==> src/hw/rtl/mtsd_pkg.sv <==
// Shared types and constants for the Morse tone stream decoder.
// Holds the item structs, the result bundle and the Morse symbol table.
// Depends on nothing.
package mtsd_pkg;

   localparam int UNITS_W       = 13;
   localparam int CHAR_W        = 7;
   localparam int RESULTS_MAX   = 3;
   localparam int QUEUE_DEPTH   = 4;
   localparam int MORSE_ENTRIES = 42;

   localparam logic [UNITS_W-1:0] UNITS_RESET  = 13'd1;
   localparam logic [CHAR_W-1:0]  CHAR_UNKNOWN = 7'h3F;   // '?'
   localparam logic [CHAR_W-1:0]  CHAR_SPACE   = 7'h20;   // ' '

   typedef struct packed {
      logic tone_on;
      logic end_of_stream;
   } req_item_type;

   typedef struct packed {
      logic [CHAR_W-1:0] character;
      logic              last_result;
   } rsp_item_type;

   typedef struct packed {
      logic [1:0]                       count;
      rsp_item_type [RESULTS_MAX-1:0]   items;
   } step_result_type;

   // length, pattern (1 = dash, newest element in bit 0), ASCII code
   typedef struct packed {
      logic [2:0]        len;
      logic [5:0]        bits;
      logic [CHAR_W-1:0] ch;
   } morse_entry_type;

   localparam morse_entry_type MORSE_TABLE [MORSE_ENTRIES] = '{
      '{3'd2, 6'b000001, 7'h41}, '{3'd4, 6'b001000, 7'h42}, '{3'd4, 6'b001010, 7'h43},
      '{3'd3, 6'b000100, 7'h44}, '{3'd1, 6'b000000, 7'h45}, '{3'd4, 6'b000010, 7'h46},
      '{3'd3, 6'b000110, 7'h47}, '{3'd4, 6'b000000, 7'h48}, '{3'd2, 6'b000000, 7'h49},
      '{3'd4, 6'b000111, 7'h4A}, '{3'd3, 6'b000101, 7'h4B}, '{3'd4, 6'b000100, 7'h4C},
      '{3'd2, 6'b000011, 7'h4D}, '{3'd2, 6'b000010, 7'h4E}, '{3'd3, 6'b000111, 7'h4F},
      '{3'd4, 6'b000110, 7'h50}, '{3'd4, 6'b001101, 7'h51}, '{3'd3, 6'b000010, 7'h52},
      '{3'd3, 6'b000000, 7'h53}, '{3'd1, 6'b000001, 7'h54}, '{3'd3, 6'b000001, 7'h55},
      '{3'd4, 6'b000001, 7'h56}, '{3'd3, 6'b000011, 7'h57}, '{3'd4, 6'b001001, 7'h58},
      '{3'd4, 6'b001011, 7'h59}, '{3'd4, 6'b001100, 7'h5A},
      '{3'd5, 6'b011111, 7'h30}, '{3'd5, 6'b001111, 7'h31}, '{3'd5, 6'b000111, 7'h32},
      '{3'd5, 6'b000011, 7'h33}, '{3'd5, 6'b000001, 7'h34}, '{3'd5, 6'b000000, 7'h35},
      '{3'd5, 6'b010000, 7'h36}, '{3'd5, 6'b011000, 7'h37}, '{3'd5, 6'b011100, 7'h38},
      '{3'd5, 6'b011110, 7'h39},
      '{3'd5, 6'b001010, 7'h2B}, '{3'd5, 6'b010010, 7'h2F}, '{3'd6, 6'b010101, 7'h2E},
      '{3'd6, 6'b111000, 7'h3A}, '{3'd6, 6'b100001, 7'h2D}, '{3'd6, 6'b001100, 7'h3F}
   };

endpackage

==> src/hw/rtl/mtsd_step.sv <==
// Per-sample decode logic: run tracking, element classification and lookup.
// Purely combinational; uses mtsd_pkg for item types and the symbol table.
module mtsd_step #(
   parameter int MAX_ELEMENTS   = 6,
   parameter int RUN_COUNT_BITS = 16,
   parameter int CNT_W          = $clog2(MAX_ELEMENTS + 2)
) (
   input  mtsd_pkg::req_item_type        item,
   input  logic [mtsd_pkg::UNITS_W-1:0]  units,
   input  logic                          started,
   input  logic                          level,
   input  logic [RUN_COUNT_BITS-1:0]     length,
   input  logic [MAX_ELEMENTS-1:0]       pbits,
   input  logic [CNT_W-1:0]              pcnt,
   output logic                          nxt_started,
   output logic                          nxt_level,
   output logic [RUN_COUNT_BITS-1:0]     nxt_length,
   output logic [MAX_ELEMENTS-1:0]       nxt_pbits,
   output logic [CNT_W-1:0]              nxt_pcnt,
   output mtsd_pkg::step_result_type     result
);
   import mtsd_pkg::*;

   localparam int CMP_W = (RUN_COUNT_BITS > 16) ? RUN_COUNT_BITS : 16;

   typedef struct packed {
      logic [MAX_ELEMENTS-1:0] bits;
      logic [CNT_W-1:0]        cnt;
      logic                    emit_char;
      logic [CHAR_W-1:0]       ch;
      logic                    emit_space;
   } close_type;

   function automatic logic [CHAR_W-1:0] decode(input logic [MAX_ELEMENTS-1:0] bits,
                                                input logic [CNT_W-1:0] cnt);
      logic [CHAR_W-1:0] ch;
      ch = CHAR_UNKNOWN;
      if (cnt <= CNT_W'(MAX_ELEMENTS)) begin
         for (int i = 0; i < MORSE_ENTRIES; i++) begin
            if (8'(cnt) == 8'(MORSE_TABLE[i].len) && 8'(bits) == 8'(MORSE_TABLE[i].bits))
               ch = MORSE_TABLE[i].ch;
         end
      end
      return ch;
   endfunction

   function automatic close_type close_run(input logic lvl,
                                           input logic [CMP_W-1:0] len,
                                           input logic [CMP_W-1:0] two,
                                           input logic [CMP_W-1:0] five,
                                           input logic [MAX_ELEMENTS-1:0] bits,
                                           input logic [CNT_W-1:0] cnt);
      close_type r;
      logic      flush;
      r.bits       = bits;
      r.cnt        = cnt;
      r.emit_char  = 1'b0;
      r.ch         = decode(bits, cnt);
      r.emit_space = 1'b0;
      flush        = 1'b0;
      if (lvl) begin
         if (cnt < CNT_W'(MAX_ELEMENTS)) begin
            r.bits = {bits[MAX_ELEMENTS-2:0], (len >= two)};
            r.cnt  = cnt + CNT_W'(1);
         end else begin
            r.cnt = CNT_W'(MAX_ELEMENTS + 1);   // overflowed pattern
         end
      end else if (len >= two) begin
         flush        = 1'b1;
         r.emit_space = (len >= five);
      end
      if (flush && cnt != '0) begin
         r.emit_char = 1'b1;
         r.bits      = '0;
         r.cnt       = '0;
      end
      return r;
   endfunction

   logic [CMP_W-1:0]          two_v;
   logic [CMP_W-1:0]          five_v;
   logic                      same;
   logic [RUN_COUNT_BITS-1:0] len_new;
   close_type                 ca;
   close_type                 cb;
   logic                      fl_emit;
   logic [CHAR_W-1:0]         fl_ch;
   logic [4:0]                emit;
   logic [CHAR_W-1:0]         emit_ch [5];
   logic [1:0]                n;

   always_comb begin
      two_v  = CMP_W'({units, 1'b0});
      five_v = CMP_W'({units, 2'b00}) + CMP_W'(units);
      same   = started && (item.tone_on == level);

      len_new = same ? ((length == '1) ? length : length + RUN_COUNT_BITS'(1))
                     : RUN_COUNT_BITS'(1);

      // old run ends on a level change
      ca = close_run(level, CMP_W'(length), two_v, five_v, pbits, pcnt);
      if (!(started && !same)) begin
         ca.bits       = pbits;
         ca.cnt        = pcnt;
         ca.emit_char  = 1'b0;
         ca.emit_space = 1'b0;
      end

      // end of stream closes the current run, then flushes
      cb = close_run(item.tone_on, CMP_W'(len_new), two_v, five_v, ca.bits, ca.cnt);
      if (!item.end_of_stream) begin
         cb.bits       = ca.bits;
         cb.cnt        = ca.cnt;
         cb.emit_char  = 1'b0;
         cb.emit_space = 1'b0;
      end
      fl_emit = item.end_of_stream && (cb.cnt != '0);
      fl_ch   = decode(cb.bits, cb.cnt);

      emit       = {fl_emit, cb.emit_space, cb.emit_char, ca.emit_space, ca.emit_char};
      emit_ch[0] = ca.ch;
      emit_ch[1] = CHAR_SPACE;
      emit_ch[2] = cb.ch;
      emit_ch[3] = CHAR_SPACE;
      emit_ch[4] = fl_ch;

      result = '0;
      n      = 2'd0;
      for (int k = 0; k < 5; k++) begin
         if (emit[k] && n < 2'(RESULTS_MAX)) begin
            result.items[n].character = emit_ch[k];
            n = n + 2'd1;
         end
      end
      for (int k = 0; k < RESULTS_MAX; k++)
         result.items[k].last_result = (2'(k) == n - 2'd1);
      result.count = n;

      if (item.end_of_stream) begin
         nxt_started = 1'b0;
         nxt_level   = 1'b0;
         nxt_length  = '0;
         nxt_pbits   = '0;
         nxt_pcnt    = '0;
      end else begin
         nxt_started = 1'b1;
         nxt_level   = item.tone_on;
         nxt_length  = len_new;
         nxt_pbits   = ca.bits;
         nxt_pcnt    = ca.cnt;
      end
   end

endmodule

==> src/hw/rtl/mtsd_queue.sv <==
// Result queue: takes up to three items per cycle, hands out one per cycle when popped.
// Shift queue with the head in entry 0; uses mtsd_pkg for the item types.
module mtsd_queue (
   input  logic                                          clock,
   input  logic                                          reset,
   input  logic [1:0]                                    push_count,
   input  mtsd_pkg::rsp_item_type [mtsd_pkg::RESULTS_MAX-1:0] push_items,
   input  logic                                          pop,
   output logic [2:0]                                    space,
   output logic                                          out_valid,
   output mtsd_pkg::rsp_item_type                        out_item
);
   import mtsd_pkg::*;

   rsp_item_type q_ff [QUEUE_DEPTH];
   rsp_item_type q_in [QUEUE_DEPTH];
   logic [2:0]   count_ff;
   logic [2:0]   count_in;
   logic [2:0]   base;
   logic [2:0]   slot;

   always_comb begin
      q_in = q_ff;
      base = count_ff;
      if (pop) begin
         for (int i = 0; i < QUEUE_DEPTH - 1; i++)
            q_in[i] = q_ff[i + 1];
         base = count_ff - 3'd1;
      end
      for (int k = 0; k < RESULTS_MAX; k++) begin
         slot = base + 3'(k);
         if (2'(k) < push_count)
            q_in[slot[1:0]] = push_items[k];
      end
      count_in = base + 3'(push_count);
   end

   always_ff @(posedge clock) begin
      q_ff <= q_in;
      if (reset) begin
         count_ff <= 3'd0;
      end else begin
         count_ff <= count_in;
      end
   end

   assign space     = 3'(QUEUE_DEPTH) - count_ff;
   assign out_valid = (count_ff != 3'd0);
   assign out_item  = q_ff[0];

endmodule

==> src/hw/rtl/morse_tone_stream_decoder.sv <==
// Top level of the Morse tone stream decoder: handshakes, state, unit register.
// Instantiates mtsd_step and mtsd_queue; uses mtsd_pkg.
//
//  channel | ports                                 | dir | moves
//  --------+---------------------------------------+-----+-------------------------------
//  req     | req_valid, req_ready, req_item        | in  | one tone sample per item
//  rsp     | rsp_valid, rsp_ready, rsp_item        | out | one decoded character per item
//  csr     | csr_valid, csr_ready, csr_data        | in  | unit length write
//
// One sample item is accepted per cycle while req_ready is high. An accepted item
// is held in the input register, where the decode logic runs, and its results
// (zero to three) enter the four-entry result queue together when it retires;
// with the queue empty, the first then shows on rsp straight from the queue
// register. The queue drains one item per cycle while rsp_ready is high; room
// is judged on its fill before this cycle's pop, so when it lacks room for the
// held item's results that item waits in the input register and req_ready drops.
// Synchronous reset clears run and pattern state, the queue and sets the unit
// length to one. csr_ready is always high.
module morse_tone_stream_decoder #(
   parameter int MAX_ELEMENTS   = 6,
   parameter int RUN_COUNT_BITS = 16
) (
   input  logic                          clock,
   input  logic                          reset,
   input  logic                          req_valid,
   output logic                          req_ready,
   input  mtsd_pkg::req_item_type        req_item,
   output logic                          rsp_valid,
   input  logic                          rsp_ready,
   output mtsd_pkg::rsp_item_type        rsp_item,
   input  logic                          csr_valid,
   output logic                          csr_ready,
   input  logic [mtsd_pkg::UNITS_W-1:0]  csr_data
);
   import mtsd_pkg::*;

   localparam int CNT_W = $clog2(MAX_ELEMENTS + 2);

   // unit length register
   logic [UNITS_W-1:0]        units_ff;

   // input register
   logic                      in_valid_ff;
   logic                      in_valid_in;
   req_item_type              in_item_ff;

   // run and pattern state
   logic                      started_ff, started_in;
   logic                      level_ff, level_in;
   logic [RUN_COUNT_BITS-1:0] length_ff, length_in;
   logic [MAX_ELEMENTS-1:0]   pbits_ff, pbits_in;
   logic [CNT_W-1:0]          pcnt_ff, pcnt_in;

   step_result_type           result;
   logic [2:0]                space;
   logic                      move;
   logic                      req_fire;

   mtsd_step #(
      .MAX_ELEMENTS  (MAX_ELEMENTS),
      .RUN_COUNT_BITS(RUN_COUNT_BITS),
      .CNT_W         (CNT_W)
   ) u_step (
      .item       (in_item_ff),
      .units      (units_ff),
      .started    (started_ff),
      .level      (level_ff),
      .length     (length_ff),
      .pbits      (pbits_ff),
      .pcnt       (pcnt_ff),
      .nxt_started(started_in),
      .nxt_level  (level_in),
      .nxt_length (length_in),
      .nxt_pbits  (pbits_in),
      .nxt_pcnt   (pcnt_in),
      .result     (result)
   );

   // the held item retires once the queue can take all of its results
   assign move      = in_valid_ff && (space >= 3'(result.count));
   assign req_ready = !in_valid_ff || move;
   assign req_fire  = req_valid && req_ready;
   assign csr_ready = 1'b1;

   always_comb begin
      in_valid_in = in_valid_ff;
      if (req_fire)
         in_valid_in = 1'b1;
      else if (move)
         in_valid_in = 1'b0;
   end

   mtsd_queue u_queue (
      .clock     (clock),
      .reset     (reset),
      .push_count(move ? result.count : 2'd0),
      .push_items(result.items),
      .pop       (rsp_valid && rsp_ready),
      .space     (space),
      .out_valid (rsp_valid),
      .out_item  (rsp_item)
   );

   always_ff @(posedge clock) begin
      if (req_fire)
         in_item_ff <= req_item;
      if (reset) begin
         units_ff    <= UNITS_RESET;
         in_valid_ff <= 1'b0;
         started_ff  <= 1'b0;
         level_ff    <= 1'b0;
         length_ff   <= '0;
         pbits_ff    <= '0;
         pcnt_ff     <= '0;
      end else begin
         in_valid_ff <= in_valid_in;
         if (csr_valid && csr_ready)
            units_ff <= csr_data;
         if (move) begin
            started_ff <= started_in;
            level_ff   <= level_in;
            length_ff  <= length_in;
            pbits_ff   <= pbits_in;
            pcnt_ff    <= pcnt_in;
         end
      end
   end

endmodule

==> config.mk <==
export PLATFORM = sky130hd
export DESIGN_NAME = morse_tone_stream_decoder
export DESIGN_NICKNAME = d
export VERILOG_FILES = /design/src/hw/rtl/mtsd_pkg.sv /design/src/hw/rtl/mtsd_step.sv /design/src/hw/rtl/mtsd_queue.sv /design/src/hw/rtl/morse_tone_stream_decoder.sv
export SDC_FILE = /design/constraint.sdc
export NUM_CORES = 1
export LEC_CHECK = 0
export ABC_AREA = 1
export BUFFER_PORTS_ARGS = -buffer_cell sky130_fd_sc_hd__buf_2
export CORE_MARGIN = 2
export CORE_UTILIZATION = 55
export CTS_CLUSTER_SIZE = 24
export DETAILED_ROUTE_END_ITERATION = 10
export PLACE_DENSITY = 0.82
export SLEW_MARGIN = 30
export SYNTH_ARGS = -nofsm -noshare
export SYNTH_HDL_FRONTEND = slang
export SYNTH_SLANG_ARGS = --single-unit
==> constraint.sdc <==
create_clock -name clock -period 7.93 [get_ports clock]
set_input_delay 0.793 -clock clock [delete_from_list [all_inputs] [get_ports clock]]
set_output_delay 0.793 -clock clock [all_outputs]
set_load 0.02 [all_outputs]
==> impl_metrics.csv, run 1 <==
group,metric,value,unit
timing,fin_crit_sh,95.20,%
place,placed_area,9910,um2
die,dieHeight,136.1,um
grt,grt_pass1_vias,9826,
yosys,synth_nets,1748,
timing,timing.hold.ws,0.5402,ns
grt,grt_busiest_layer,"met2",
grt,grt_max_degree,33,
place,place_hpwl,22170,um
timing,drv_slew,0,
die,num_rows,48,
pwr,seqPwrFrac,24.4,%
yosys,synth_edf_count,2,
yosys,synth_cell_types,61,
setup_path,crit_fanout,4,
route,drt_iter0_markers,1236,
route,firstDrtPassIters,7,
yosys,synth.area.top_cells,"dfxtp_1, nand2_1, ha_1",
grt,met2_usage,50.73,%
status,status,"finished clean",
yosys,syn_avg_cell_area,5.884,um2
layout,nets,1775,
clock_network,cts_tree,"done",
clock_network,insertion_delay,0.36,ns
route,drc,0,
layout,multi_input_area,6974,um2
grt,grt_use_total,30.63,%
pwr,powerDensity,224.5,nW/um2
timing,fin_crit,7.549,ns
pwr,switching_share,49.31,%
clock_network,cts-root-buf,"clkbuf_16",
setup_path,critPathCaptureType,"output pin",
route,routed_via_density,5.845,
route,via_count,11029,
run,maxCapViolations,0,
clock_network,cts-buffers-inserted,9,
setup_path,worst_ep_required_time,7.14,ns
pwr,power.share.clock,18.8,%
worst_hold_path,min_path_type,"reg2reg",
place,port_buffers,29,
yosys,async_reset_ff_share,0,%
clock_network,cts_sinks,78,
layout,syn_to_final_growth,8.487,%
die,core,17180,um2
pwr,p_leak,5.007,nW
timing,setup_viol,0,
die,io_pins,31,
route,routedWlPerCell,15.19,um
yosys,synth_flop_cell,"dfxtp_1",
layout,final_area,10410,um2
grt,overflow,0,
grt,antenna_found_initial,0,
layout,diodes,0,
timing,skew,0.01664,ns
layout,fillers,1637,
die,dieArea,18520,um2
route,drt_wl_total,28670,um
grt,met3_usage,4.512,%
route,ant_nets,0,
pwr,combPwrFrac,56.8,%
yosys,synth_top_cell_by_area,"dfxtp_1",
setup_path,cpPeakStageDelay,0.34,ns
yosys,synth.top_cell.area_share,15.85,%
pwr,ir_worst_vdd,0.0002145,V
yosys,ys_warn_count,0,
clock_network,cts_buffer_depth,2,
timing,final-hold-violation-count,0,
layout,drive_gt1_share,10.11,%
yosys,syn_inst,1631,
setup_path,cp_data_arrival_time,6.76,ns
layout,final_common_cell,"nand2_1",
setup_path,slowest_stage,"dfxtp_2",
setup_path,critical_path_class,"reg2out",
timing,relSlewSlack,48.14,%
layout,post-route-util,60.61,%
layout,final_cell_mix,"nand2_1, nor2_1, inv_1",
die,initial_core_util,55.87,%
timing,fmax,0.1325,GHz
pwr,p_switching,0.001152,W
pwr,p_int,0.001185,W
grt,grt_pass1_wl,46580,um
setup_path,crit_path_start_kind,"flip-flop",
setup_path,cp_common_cell,"nand2_1",
yosys,synth.cell_area,9597,um2
clock_network,ctsHoldBuffers,0,
yosys,synth_seq_area_share,16.48,%
clock_network,h-tree-depth,3,
yosys,synth_seq_cells,78,
place,gp_congestion,0.9780,
grt,use_met1,40.71,%
layout,regArea,1584,um2
clock_network,clk_pin_slew,0.06,ns
timing,worst_pin_slew,0.7779,ns
die,die_w,136.1,um
==> critical path, delay by kind of cell (launching register included) <==
kind                       cells  cell delay (ns)
DFF                            1             0.34
adders and majority gates      6             1.57
and+or+nand+nor               13             1.48
buffers and inverters          7             0.73
AOI/OAI and AO/OA             12             1.83
xor gates and xnor gates       2             0.45
==> per-stage QoR <==
step	power [W]	cells	TNS, ns	setup slack [ns]
floorplan	0.001539	1631	0	0.1512
global placement	0.001806	1860	-1.181	-0.1173
detailed placement	0.001824	1860	-10.49	-0.4263
CTS	0.002269	1879	0	0.02193
global route	0.002519	1887	-0.1614	-0.04992
finish	0.002337	1887	0	0.3805
==> what timing repair did <==
action / CTS / global route
pin swaps: 3 / 9
buffers inserted: 4 / 8
resized for setup: 6 / 28
setup endpoints to repair: 53 / 63
==> synthesized netlist by cell type, drive strengths merged (7+ instances only) <==
cell type    n
inv        253
o211ai      13
o21ai      126
nand2      369
o21a         7
nand3       79
dfxtp       76
nor2       257
nor3        41
a31oi        7
a21oi      149
ha          95
buf         18
xor2        12
nor4        10
o22ai        8
nand4       36
clkbuf      17
==> registers in the layout (all words and copies together) (netlist names) <==
| signal | cells |
|---|---|
| in_item_ff | 2 |
| in_valid_ff | 1 |
| length_ff | 16 |
| level_ff | 1 |
| pbits_ff | 6 |
| pcnt_ff | 3 |
| started_ff | 1 |
| u_queue.count_ff | 3 |
| u_queue.out_item | 8 |
| u_queue.q_ff | 24 |
| units_ff | 13 |
==> metal layers <==
metal / part of all wire, % / up-vias / wire length (um)
li1: - / 5432 / -
met1: 44 / 4964 / 12610
met2: 46 / 555 / 13090
met3: 7.8 / 78 / 2236
met4: 2.6 / 0 / 734
met5: 0 / - / 0
==> power by group through the flow <==
stage          sequential, W  clock, W  combinational [W]
3_5_place_dp        0.000575         0            0.00125
5_1_grt             0.000580  0.000455            0.00148
2_1_floorplan       0.000549         0           0.000990
4_1_cts             0.000567  0.000440            0.00126
6_report            0.000570  0.000440            0.00133
3_3_place_gp        0.000569         0            0.00124
==> cell families (layout without fill, tap and decap cells) <==
| family | count (synthesis) | count (layout) | share of synthesized area (%) |
|---|---|---|---|
| AND/OR/NAND/NOR | 800 | 800 | 36.34 |
| AO/OA/AOI/OAI | 349 | 349 | 20.39 |
| buffers and inverters | 289 | 320 | 11.93 |
| adder cells (fa/ha/maj) | 97 | 97 | 12.80 |
| flip-flops | 78 | 78 | 16.48 |
| XOR/XNOR | 17 | 17 | 2.021 |
| other | 1 | 1 | 0.03908 |
==> layout make-up <==
| cell class | count | area share (%) |
|---|---|---|
| Clock inverter | 5 | 0.5528 |
| Tap cell | 225 | 2.704 |
| Multi-Input combinational cell | 1264 | 66.99 |
| Inverter | 254 | 9.206 |
| Sequential cell | 78 | 15.21 |
| Timing Repair Buffer | 51 | 3.041 |
| Clock buffer | 10 | 2.295 |
==> path summary, 6_finish.rpt <==
check | startpoint | endpoint | slack, ns | cells past startpoint
min | length_ff[0]$_SDFFE_PP0P_ | length_ff[0]$_SDFFE_PP0P_ | 0.54 | 2
max | units_ff[2]$_SDFFE_PP0P_ | req_ready | 0.38 | 40
max reg2reg | units_ff[2]$_SDFFE_PP0P_ | u_queue.q_ff[22]$_DFF_P_ | 0.47 | 49
min reg2reg | length_ff[0]$_SDFFE_PP0P_ | length_ff[0]$_SDFFE_PP0P_ | 0.54 | 2
(Power assumes the default switching activity.)
==> inputs of run 2 (changes only) <==
--- a/config.mk
+++ b/config.mk
@@ -7,6 +7,7 @@
 export LEC_CHECK = 0
 export ABC_AREA = 1
 export BUFFER_PORTS_ARGS = -buffer_cell sky130_fd_sc_hd__buf_2
+export CORE_ASPECT_RATIO = 0.9
 export CORE_MARGIN = 2
 export CORE_UTILIZATION = 55
 export CTS_CLUSTER_SIZE = 24
==> run 2 against run 1 <==
  * Sequential power is essentially flat
  * Fmax shrank 3.0%
  * Via count grew 0.88%
  * Final area grew 1.1%
  * Critical path depth is the same
  * Clock-buffer cell count shrank 1
  * Register-to-register slack lost 0.27 ns
  * Critical path type unchanged
  * Largest cell class unchanged
==> impl_metrics.csv, run 2 (synthesis gave the netlist of run 1 again) <==
group,metric,value,unit
layout,diodes,0,
pwr,switching_share,50.75,%
timing,relSlewSlack,49.90,%
setup_path,crit_path_start_kind,"flip-flop",
setup_path,critPathCaptureType,"output pin",
layout,drive_gt1_share,11.42,%
die,dieArea,18520,um2
route,met3_length,2911,um
timing,fin_crit_sh,98.15,%
layout,syn_to_final_growth,9.687,%
die,io_pins,31,
layout,largest_reg_flops,24,
route,wl_met1,13430,um
pwr,power.share.clock,18.1,%
die,num_rows,45,
route,drt_iter0_markers,1413,
timing,setup_viol,0,
grt,antenna_found_initial,0,
pwr,p_leak,5.042,nW
grt,grt_pass1_wl,47640,um
pwr,seqPwrFrac,24.3,%
pwr,ir_worst_vdd,0.0001333,V
route,drc,0,
clock_network,insertion_delay,0.36,ns
clock_network,cts_buffer_depth,2,
timing,finalSetupTns,0,ns
setup_path,cp_data_arrival_time,6.99,ns
route,drt_wl_total,29960,um
timing,final-hold-violation-count,0,
grt,grt_pass1_vias,9703,
layout,post-route-util,61.91,%
clock_network,cts_sinks,78,
place,port_buffers,29,
layout,final_cell_mix,"nand2_1, nor2_1, inv_1",
route,top_layer,"met4",
pwr,powerDensity,221.8,nW/um2
clock_network,clk_pin_slew,0.07,ns
timing,worst_pin_slew,0.7507,ns
setup_path,crit_fanout,4,
clock_network,cts-root-buf,"clkbuf_16",
clock_network,h-tree-depth,3,
layout,top_register,"u_queue.q_ff",
timing,skew,0.01178,ns
pwr,combPwrFrac,57.5,%
status,status,"finished clean",
layout,top_regs,"u_queue.q_ff x24, length_ff x16, units_ff x13",
route,dr_wl_met2,13170,um
setup_path,worst_ep_required_time,7.14,ns
timing,drv_slew,0,
setup_path,cp_common_cell,"nand2_1",
die,core,17000,um2
route,ant_nets,0,
die,initial_core_util,56.44,%
worst_hold_path,min_path_type,"reg2reg",
timing,fin_crit,7.783,ns
run,maxCapViolations,0,
pwr,p_switching,0.001185,W
setup_path,cpPeakStageDelay,0.37,ns
setup_path,critical_path_class,"reg2out",
clock_network,cts_tree,"done",
route,firstDrtPassIters,6,
grt,grt_use_total,31.58,%
layout,nets,1784,
grt,overflow,0,
setup_path,slowest_stage,"dfxtp_4",
grt,grt_max_degree,33,
place,gp_congestion,0.9592,
place,place_hpwl,22960,um
route,routedWlPerCell,15.71,um
pwr,p_int,0.001150,W
die,dieHeight,129.3,um
route,via_count,11126,
clock_network,cts-buffers-inserted,9,
timing,fmax,0.1285,GHz
layout,final_common_cell,"nand2_1",
die,die_w,143.2,um
route,routed_via_density,5.834,
==> run 2: cell count changes in the layout (fill, tap and decap cells not counted), sizes merged <==
cell	before	now
clkbuf	10	9
bufinv	1	0
buf	51	60
inv	255	258
==> run 2: metal layers <==
metal  up-vias  global-route usage (%)
li1       5468                       -
met1      5023                   44.91
met2       583                   49.90
met3        52                   5.506
met4         0                   7.670
met5         -                       0
==> run 2: stage by stage <==
step	hold slack, ns	instances	area [um2]	total power (W)	setup slack (ns)
after detailed placement	0.5068	1871	9930	0.001837	-0.4598
after floorplan	0.4752	1631	9597	0.001539	0.1512
after CTS	0.5236	1890	10250	0.002261	0.01307
after global placement	0.5054	1871	9930	0.001822	-0.1157
final	0.5296	1907	10530	0.002335	0.1469
after global routing	0.5641	1907	10530	0.002509	-0.2979
==> run 2: final cells by class <==
class	instances	area, um2
fill	1593	6477
tap	235	294.0
multi-input combinational	1264	7018
sequential	78	1589
clock inverter	7	63.81
timing repair buffer	60	377.9
inverter	254	958.4
clock buffer	9	225.2
==> run 2: path summary, 6_finish.rpt <==
| kind | startpoint | to | slack [ns] | cells past startpoint |
|---|---|---|---|---|
| hold / removal | pbits_ff[4]$_SDFFE_PP0P_ | pbits_ff[4]$_SDFFE_PP0P_ | 0.53 | 2 |
| setup reg to reg | units_ff[2]$_SDFFE_PP0P_ | u_queue.q_ff[22]$_DFF_P_ | 0.20 | 49 |
| hold reg to reg | pbits_ff[4]$_SDFFE_PP0P_ | pbits_ff[4]$_SDFFE_PP0P_ | 0.53 | 2 |
| setup / recovery | units_ff[2]$_SDFFE_PP0P_ | req_ready | 0.15 | 40 |
==> run 2: critical path, delay by kind of cell (launching register included) <==
kind | cells | cell delay, ns
AO/OA/AOI/OAI | 11 | 1.73
XOR/XNOR | 3 | 0.77
adder cells (fa/ha/maj) | 6 | 1.50
buffers and inverters | 7 | 0.78
flip-flops | 1 | 0.37
AND/OR/NAND/NOR | 13 | 1.53
==> run 2: timing repair <==
| item | in CTS | in global routing |
|---|---|---|
| pin swaps | 2 | 17 |
| resized for setup | 5 | 42 |
| setup endpoints to repair | 53 | 55 |
| hold buffers | 0 | 0 |
| setup buffers | 3 | 17 |
==> run 2: power by group through the flow <==
| stage | registers (W) | logic, W | clock network, W |
|---|---|---|---|
| finish | 0.000568 | 0.00134 | 0.000423 |
| global route | 0.000579 | 0.00149 | 0.000438 |
| CTS | 0.000564 | 0.00127 | 0.000423 |
| detailed placement | 0.000573 | 0.00126 | 0 |
| global placement | 0.000567 | 0.00125 | 0 |
| floorplan | 0.000549 | 0.000990 | 0 |
==> inputs of run 3 (changes only) <==
--- a/config.mk
+++ b/config.mk
@@ -7,7 +7,7 @@
 export LEC_CHECK = 0
 export ABC_AREA = 1
 export BUFFER_PORTS_ARGS = -buffer_cell sky130_fd_sc_hd__buf_2
-export CORE_ASPECT_RATIO = 0.9
+export CORE_ASPECT_RATIO = 0.5
 export CORE_MARGIN = 2
 export CORE_UTILIZATION = 55
 export CTS_CLUSTER_SIZE = 24
==> run 3 against run 2 <==
  * Cell count down 0.37%
  * Largest cell class unchanged
  * Utilization is 0.81 points lower
  * Sequential cell count did not move
  * Non-clock buffer count fell by 6
  * Hold slack lost 0.021 ns
  * Fmax up 1.5%
  * Clock skew decreased by 0.0037 ns
  * Sequential share of layout area about the same
  * Via count is 0.89% higher
  * Final area did not move
==> impl_metrics.csv, run 3 (synthesis gave the netlist of run 1 again) <==
group,metric,value,unit
status,status,"finished clean",
layout,multi_input_area,7025,um2
clock_network,cts-root-buf,"clkbuf_16",
clock_network,clk_pin_slew,0.07,ns
setup_path,reg2regPathDepth,50,
worst_hold_path,whs_path_depth,2,
timing,final-hold-violation-count,0,
route,drc,0,
pwr,ir_worst_vdd,0.0001491,V
route,firstDrtPassIters,6,
place,place_hpwl,23870,um
route,drt_wl_total,31040,um
layout,final_area,10530,um2
route,ant_nets,0,
grt,grt_use_total,32.88,%
setup_path,cpPeakStageDelay,0.37,ns
timing,skew,0.008116,ns
layout,syn_to_final_growth,9.687,%
layout,top_register,"u_queue.q_ff",
clock_network,h-tree-depth,3,
layout,regArea,1587,um2
setup_path,cp_data_arrival_time,6.87,ns
route,drt_iter0_markers,1209,
setup_path,cpLargestDelayFamily,"compound AO/OA/AOI/OAI gates",
grt,grt_max_degree,33,
timing,setup_viol,0,
die,io_pins,31,
timing,fin_crit_sh,96.67,%
clock_network,cts_buffer_depth,2,
worst_hold_path,min_from,"pbits_ff[4]$_SDFFE_PP0P_",
setup_path,worst_ep_required_time,7.14,ns
setup_path,crit_path_start_kind,"flip-flop",
grt,overflow,0,
layout,top_regs,"u_queue.q_ff x24, length_ff x16, units_ff x13",
route,routedWlPerCell,16.34,um
die,die_w,190.8,um
timing,drv_slew,0,
layout,nets,1778,
setup_path,slowest_stage,"dfxtp_4",
timing,relSlewSlack,36.78,%
die,num_rows,34,
pwr,powerDensity,227.9,nW/um2
timing,timing.hold.ws,0.5086,ns
place,placed_area,9928,um2
timing,fin_crit,7.666,ns
layout,drive_gt1_share,10.68,%
grt,grt_busiest_layer,"met2",
route,via_count,11225,
layout,fillers,1648,
setup_path,ff2ff_setup_slack,0.35,ns
grt,use_met1,41.73,%
setup_path,r2r_end,"u_queue.q_ff[21]$_DFF_P_",
timing,finalWorstSetupSlack,0.2638,ns
place,gp_congestion,0.9830,
timing,worst_pin_slew,0.9385,ns
setup_path,cp_common_cell,"nand2_1",
die,initial_core_util,55.70,%
layout,diodes,0,
clock_network,cts-buffers-inserted,9,
place,port_buffers,29,
grt,antenna_found_initial,0,
die,core,17230,um2
timing,fmax,0.1304,GHz
pwr,total_power,0.002399,W
setup_path,critPathCaptureType,"output pin",
pwr,p_leak,5.042,nW
layout,largest_reg_flops,24,
die,dieHeight,97.41,um
layout,final_common_cell,"nand2_1",
setup_path,reg2reg_from,"units_ff[2]$_SDFFE_PP0P_",
setup_path,critical_path_class,"reg2out",
grt,grt_pass1_vias,10529,
clock_network,cts_tree,"done",
grt,met2_usage,56.41,%
worst_hold_path,min_to,"pbits_ff[4]$_SDFFE_PP0P_",
grt,met3_usage,6.392,%
setup_path,path_buf_inv,7,
route,routed_via_density,5.908,
clock_network,insertion_delay,0.36,ns
place,dp_worst_setup_slack,-0.6204,ns
setup_path,crit_fanout,4,
layout,final_cell_mix,"nand2_1, nor2_1, inv_1",
grt,grt_pass1_wl,49650,um
die,dieArea,18590,um2
worst_hold_path,min_path_type,"reg2reg",
clock_network,cts_sinks,78,
run,maxCapViolations,0,
==> run 3: cell count changes in the layout (fill, tap and decap cells not counted), sizes merged <==
cell,previous run,this run
clkinvlp,2,0
clkbuf,9,11
buf,60,54
inv,258,255
bufinv,0,1
clkinv,1,3
==> run 3: routing by layer <==
metal / up-vias / wire (um)
met4: 0 / 749
met3: 83 / 2731
met2: 568 / 14340
met5: - / 0
li1: 5452 / -
met1: 5122 / 13220
==> run 3: area by class of cell <==
| type | count | area share, % |
|---|---|---|
| Clock buffer | 11 | 2.508 |
| Clock inverter | 5 | 0.5824 |
| Inverter | 254 | 9.153 |
| Multi-Input combinational cell | 1264 | 66.74 |
| Sequential cell | 78 | 15.07 |
| Tap cell | 234 | 2.781 |
| Timing Repair Buffer | 54 | 3.162 |
==> run 3: worst min-delay path, delay by kind of cell, from the launching register on <==
family           cells  cell delay [ns]
flip-flops           1             0.34
AND/OR/NAND/NOR      1             0.07
AO/OA/AOI/OAI        1             0.05
==> run 3: worst max-delay path by stage <==
stage | start | endpoint | slack [ns] | depth (start not counted)
3_3_place_gp | units_ff[2]$_SDFFE_PP0P_ | u_queue.q_ff[3]$_DFF_P_ | -0.19 | 46
2_1_floorplan | units_ff[0]$_SDFFE_PP1P_ | u_queue.q_ff[7]$_DFF_P_ | 0.15 | 47
5_1_grt | units_ff[2]$_SDFFE_PP0P_ | u_queue.q_ff[20]$_DFF_P_ | -0.11 | 49
6_report | units_ff[2]$_SDFFE_PP0P_ | req_ready | 0.26 | 40
4_1_cts | units_ff[2]$_SDFFE_PP0P_ | req_ready | 0.005 | 37
3_5_place_dp | units_ff[2]$_SDFFE_PP0P_ | u_queue.q_ff[7]$_DFF_P_ | -0.62 | 47
==> run 3: through the flow <==
step / utilization [%] / cells / TNS, ns
3_3_place_gp: 57.63 / 1870 / -1.612
3_5_place_dp: 57.63 / 1870 / -19.84
2_1_floorplan: - / 1631 / 0
4_1_cts: 59.70 / 1889 / 0
6_report: 61.10 / 1900 / 0
5_1_grt: 61.10 / 1900 / -0.5503
==> run 3: report_power, final <==
| part | internal (W) | switching (W) |
|---|---|---|
| logic | 0.000434 | 0.000922 |
| registers | 0.000500 | 0.0000764 |
| clock network | 0.000274 | 0.000192 |
| total | 0.00121 | 0.00119 |
==> run 3: timing repair <==
item,4_1_cts,5_1_grt
pin swaps,3,16
buffers inserted,3,11
gates resized for setup,7,41
setup endpoints to repair,53,55
hold buffers,0,0
